**src/mhst_pkg.sv**
```systemverilog
// Shared constants, types and the reciprocal table of the heat source pipeline.
// No dependencies; imported by every module of the block.
package mhst_pkg;

   localparam int AXIS_NODES = 1024;
   localparam int IDX_W      = 10;
   localparam int WORD_W     = 32;
   localparam int POS_W      = IDX_W + WORD_W;          // Q24 coordinate
   localparam int XI_W       = POS_W + 1;               // signed offset from source
   localparam int MAG_W      = 31;                      // normalized magnitude
   localparam int SHIFT_W    = 4;
   localparam int SQ_W       = 2 * MAG_W;
   localparam int SUM_W      = 64;
   localparam int ROOT_W     = 32;
   localparam int DIST_W     = ROOT_W + POS_W - MAG_W;  // R in Q24
   localparam int W_W        = DIST_W + 1;              // R + xi, clamped
   localparam int W_HALF     = W_W / 2;
   localparam int PP_W       = WORD_W + W_HALF;
   localparam int E_W        = WORD_W + W_W;            // exponent in Q40
   localparam int E_LIM_BITS = 46;
   localparam int Y_LSB      = 15;
   localparam int Y_W        = E_LIM_BITS - Y_LSB;      // Q31 argument
   localparam int FRAC       = 31;
   localparam int TERMS      = 12;
   localparam int SQUARINGS  = 6;
   localparam int ACC_W      = WORD_W + 3;
   localparam int RCP_SHIFT  = 32;
   localparam int RCP_W      = RCP_SHIFT + 1;
   localparam int DIV_SHIFT  = 7;
   localparam int DEN_W      = DIST_W + DIV_SHIFT;
   localparam int QUO_W      = 32;
   localparam int CSR_IDX_W  = 4;

   localparam logic [WORD_W-1:0] Q31_ONE = WORD_W'(1) << FRAC;

   // floor(2^32 / k) for the Taylor term divisors k = 1 .. 12
   localparam logic [RCP_W:0] RCP_NUM = (RCP_W + 1)'(1) << RCP_SHIFT;
   localparam logic [RCP_W-1:0] RECIP [TERMS] = '{
      RCP_W'(RCP_NUM / 1),  RCP_W'(RCP_NUM / 2),  RCP_W'(RCP_NUM / 3),
      RCP_W'(RCP_NUM / 4),  RCP_W'(RCP_NUM / 5),  RCP_W'(RCP_NUM / 6),
      RCP_W'(RCP_NUM / 7),  RCP_W'(RCP_NUM / 8),  RCP_W'(RCP_NUM / 9),
      RCP_W'(RCP_NUM / 10), RCP_W'(RCP_NUM / 11), RCP_W'(RCP_NUM / 12)
   };

   typedef enum logic [CSR_IDX_W-1:0] {
      REG_CELL_DX      = 4'd0,
      REG_CELL_DY      = 4'd1,
      REG_CELL_DZ      = 4'd2,
      REG_HALF_X       = 4'd3,
      REG_HALF_Y       = 4'd4,
      REG_AMBIENT_TEMP = 4'd5,
      REG_HEAT_GAIN    = 4'd6,
      REG_DECAY_RATE   = 4'd7
   } csr_index_type;

   typedef struct packed {
      logic [WORD_W-1:0] cell_dx;
      logic [WORD_W-1:0] cell_dy;
      logic [WORD_W-1:0] cell_dz;
      logic [WORD_W-1:0] half_x;
      logic [WORD_W-1:0] half_y;
      logic [WORD_W-1:0] ambient_temp;
      logic [WORD_W-1:0] heat_gain;
      logic [WORD_W-1:0] decay_rate;
   } cfg_type;

   typedef struct packed {
      logic                     valid;
      logic [SUM_W-1:0]         n;
      logic [SHIFT_W-1:0]       shift;
      logic signed [XI_W-1:0]   xi;
   } geom_type;

   typedef struct packed {
      logic                     valid;
      logic [ROOT_W-1:0]        root;
      logic [SHIFT_W-1:0]       shift;
      logic signed [XI_W-1:0]   xi;
   } root_type;

   typedef struct packed {
      logic                     valid;
      logic                     rzero;
      logic [DIST_W-1:0]        radius;
      logic [WORD_W-1:0]        v;
   } exp_type;

   typedef struct packed {
      logic                     valid;
      logic [WORD_W-1:0]        temperature;
      logic                     saturated;
   } res_type;

endpackage

```
**src/mhst_sqrt.sv**
```systemverilog
// Pipelined floor square root, one result bit per stage.
// Depends on mhst_pkg.
module mhst_sqrt (
   input  logic               clock,
   input  logic               reset,
   input  logic               en,
   input  mhst_pkg::geom_type in,
   output mhst_pkg::root_type out
);
   import mhst_pkg::*;

   typedef struct packed {
      logic                   valid;
      logic [SUM_W-1:0]       rem;
      logic [ROOT_W-1:0]      root;
      logic [SHIFT_W-1:0]     shift;
      logic signed [XI_W-1:0] xi;
   } sq_stage_type;

   sq_stage_type stage_ff [ROOT_W];
   sq_stage_type src      [ROOT_W];
   sq_stage_type nxt      [ROOT_W];
   logic [SUM_W:0] trial  [ROOT_W];

   always_comb begin
      src[0] = '{valid: in.valid, rem: in.n, root: '0, shift: in.shift, xi: in.xi};
      for (int i = 1; i < ROOT_W; i++) src[i] = stage_ff[i-1];
      for (int i = 0; i < ROOT_W; i++) begin
         nxt[i] = src[i];
         // (root + 2^b)^2 - root^2
         trial[i] = ((SUM_W + 1)'(src[i].root) << (ROOT_W - i))
                  + ((SUM_W + 1)'(1) << (2 * (ROOT_W - 1 - i)));
         if ({1'b0, src[i].rem} >= trial[i]) begin
            nxt[i].rem = src[i].rem - trial[i][SUM_W-1:0];
            nxt[i].root[5'(ROOT_W - 1 - i)] = 1'b1;
         end
      end
   end

   always_ff @(posedge clock) begin
      if (reset) begin
         for (int i = 0; i < ROOT_W; i++) stage_ff[i].valid <= 1'b0;
      end else if (en) begin
         for (int i = 0; i < ROOT_W; i++) stage_ff[i] <= nxt[i];
      end
   end

   assign out = '{valid: stage_ff[ROOT_W-1].valid, root: stage_ff[ROOT_W-1].root,
                  shift: stage_ff[ROOT_W-1].shift, xi: stage_ff[ROOT_W-1].xi};

endmodule

```
**config.mk**
```make
export PLATFORM = sky130hd
export DESIGN_NAME = mhst_sqrt
export DESIGN_NICKNAME = d
export VERILOG_FILES = /design/src/mhst_pkg.sv /design/src/mhst_sqrt.sv
export SDC_FILE = /design/constraint.sdc
export NUM_CORES = 2
export LEC_CHECK = 0
export ABC_AREA = 0
export BUFFER_PORTS_ARGS = -buffer_cell sky130_fd_sc_hd__buf_4
export CORE_UTILIZATION = 28
export CTS_CLUSTER_DIAMETER = 50
export DETAILED_ROUTE_END_ITERATION = 10
export HOLD_SLACK_MARGIN = 0.12
export PLACE_DENSITY_LB_ADDON = 0.15
export REMOVE_ABC_BUFFERS = 1
export SLEW_MARGIN = 20
export SYNTH_ARGS = -nofsm -noshare
export SYNTH_HDL_FRONTEND = slang
export SYNTH_MEMORY_MAX_BITS = 65536
export SYNTH_SLANG_ARGS = --single-unit
```
**constraint.sdc**
```tcl
create_clock -name clock -period 367.9 [get_ports clock]
set_input_delay 73.58 -clock clock [delete_from_list [all_inputs] [get_ports clock]]
set_output_delay 73.58 -clock clock [all_outputs]
set_load 0.02 [all_outputs]
```
==> flow_metrics.py <==
metrics = {
    "critical_path": {
        "cp-endpoint": "stage_ff[1][1032]",
        "rr_endpoint": "stage_ff[1][1402]",
        "crit_arrival_ns": 80.12,
        "regToRegSetupSlack_ns": 362.98,
        "worstRegToRegCells": 9,
        "crit_start": "reset",
        "cpPeakStageDelay_ns": 0.81,
        "path_class": "in2reg",
        "crit_chain": "buf_4, nor2b_4, buf_12, buf_4, buf_4, buf_12, buf_12, buf_4, buf_12",
        "slowest_stage": "buf_4",
        "worstPathMaxFanout": 181,
        "r2r_start": "stage_ff[1][1257]",
        "worst-endpoint-required_ns": 368.47,
        "worst_setup_path_end_kind": "register",
        "startpoint_type": "input port",
    },
    "power_and_ir_drop": {
        "power.density_nw_per_um2": 5.926,
        "totalPowerFinal_mw": 0.9647,
        "ir_worst_vdd_v": 0.000004395,
        "p_leak_nw": 53.27,
    },
    "clocking": {
        "ctsResizeCount": 0,
        "clk_pin_slew_ns": 0.06,
        "clock-sinks": 3656,
        "clockBufferDepth": 4,
        "cts_made_buffers": 467,
        "ctsHoldBuffers": 0,
        "post-cts-setup-buffer-count": 0,
        "cts_tree": "yes",
        "htreeDepth": 5,
        "clkLatencyLatePin_ns": 0.99,
        "root_buffer": "clkbuf_16",
    },
    "flow_run": {
        "drv_cap": 0,
    },
    "logic_synthesis": {
        "ys_warn_count": 0,
        "yosysSeqAreaShare": 0.7987,
        "yosys.area.top_type": "edfxtp_1",
        "yosysTopAreaCellShare": 0.7987,
        "synth_edf_count": 3656,
        "syn_area_sq_um": 137500,
        "ys_async_sr_fraction": 0,
        "syn_area_per_cell_sq_um": 17.37,
        "ys_ff_latch": 3656,
        "postSynthCellCount": 7912,
        "yosys-top-cells-count": "edfxtp_1, xor2_1, nor2_1",
        "yosys.cell_types.count": 88,
        "netlist_top_cells_area": "edfxtp_1, xor2_1, xnor2_1, nor4_1, ha_1",
        "yosysMostFrequentCell": "edfxtp_1",
        "yosys_most_used_dff": "edfxtp_1",
    },
    "floorplan": {
        "core_sq_um": 487500,
        "dieArea_sq_um": 493700,
        "initial_core_util": 0.2820,
        "die_h_microns": 702.7,
        "die_w_microns": 702.7,
        "io_pins": 195,
        "rows": 256,
    },
    "global_routing": {
        "grt_usage": 0.1066,
        "grt_max_degree": 184,
        "antenna_found_initial": 6,
        "grt_pass1_vias": 70000,
        "overflow": 0,
        "grt_pass1_wl_microns": 413100,
    },
    "route": {
        "wl_per_cell_microns": 17.53,
        "vias": 66430,
        "viasPerCell": 4.312,
        "wl_microns": 270100,
        "ant_nets": 0,
        "drt-initial-drc-count": 3920,
        "detail_route.drc_violations": 0,
        "drtPass1Iterations": 5,
    },
    "timing": {
        "rsz0062_at_grt": "false",
        "period_share": 0.2162,
        "setup_violations": 0,
        "layout_min_cycle_time_ns": 79.55,
        "whs_ns": 0.3544,
        "skew_ns": 0.1073,
        "fmax_ghz": 0.01257,
        "worst_slew_pin_slew_ns": 1.161,
        "setup_ws_ns": 288.35,
        "tns_ns": 0,
        "slew_viol_final": 0,
        "hold_violations": 0,
        "slew_headroom": 0.2193,
    },
    "placement": {
        "dpl.hpwl_microns": 187200,
        "place_area_sq_um": 147100,
        "numPortBuffers": 178,
        "place_congestion": 0.8433,
        "dp_slack_ns": 287.23,
        "dp_cells": 14530,
    },
    "final_layout": {
        "largest_reg_flops": 3656,
        "fin_util": 0.3339,
        "syn2layout_area_growth_pct": 18.43,
        "design_area_sq_um": 162800,
        "largest_register": "stage_ff",
        "reg.largest.list": "stage_ff (3656)",
        "layout.nets": 8843,
        "final_cells": 15410,
        "final_layout_size_suffix_gt1_frac": 0.1213,
    },
    "run_status": {
        "status": "complete, no violations",
    },
    "min_path": {
        "hold_class": "reg2reg",
    },
}
## worst min path at each step
stage                             end  slack [ns]             start  depth (start not counted)
floorplan           stage_ff[0][1008]        0.40  stage_ff[0][864]                          0
global placement     stage_ff[0][727]        0.40  stage_ff[0][583]                          0
detailed placement  stage_ff[0][1017]        0.40  stage_ff[0][873]                          0
CTS                  stage_ff[0][866]        0.34  stage_ff[0][722]                          0
global route         stage_ff[0][866]        0.36  stage_ff[0][722]                          0
finish               stage_ff[0][866]        0.35  stage_ff[0][722]                          0
## routing by layer
metal  track usage  routed length, microns  share of wire  vias up
met5             0                       0              0        -
met4       0.04609                   11700          0.043        0
met3       0.02043                   10180          0.038      611
met2        0.2101                  148900           0.55     1161
met1        0.1074                   99380           0.37    32470
li1              -                       -              -    32190
## cells by family after synthesis
| group | Yosys count | share of synthesized area |
|---|---|---|
| DFF | 3656 | 0.7987 |
| and+or+nand+nor | 2330 | 0.09314 |
| xor gates and xnor gates | 882 | 0.05620 |
| AOI/OAI and AO/OA | 506 | 0.02342 |
| buffers and inverters | 325 | 0.009640 |
| adders and majority gates | 182 | 0.01657 |
| muxes | 30 | 0.002303 |
| other | 1 | 0.00002728 |
## power by group
group	internal [mW]	switching, mW
Combinational	0.00902	0.0181
Sequential	0.478	0.00966
Clock	0.270	0.180
## critical path, delay by kind of cell
kind | cells | cell delay, ns
buffers and inverters | 8 | 5.16
AND/OR/NAND/NOR | 1 | 0.67
## layout make-up
class                      count  area [sq um]
clock inverter               347          3697
timing repair buffer         247          1974
tap                         6450          8070
antenna                        4         10.01
multi-input combinational   3946         26460
fill                       46610        324700
inverter                     228         858.3
sequential                  3656        109800
clock buffer                 528         11940
## cells in the final DEF (no fill, tap or decap), types with 137 or more instances in the layout
master	synthesis	final
o21ai_0	137	137
clkbuf_16	0	468
edfxtp_1	3656	3656
nor4_1	397	393
or3_1	160	160
a21oi_1	138	138
xnor2_1	333	333
nor3_1	350	350
ha_1	182	182
xor2_1	549	549
inv_1	225	225
buf_4	22	236
or4_1	140	140
nor2_1	419	417
nand2_1	300	300
Power figures use the tool's default switching activity.
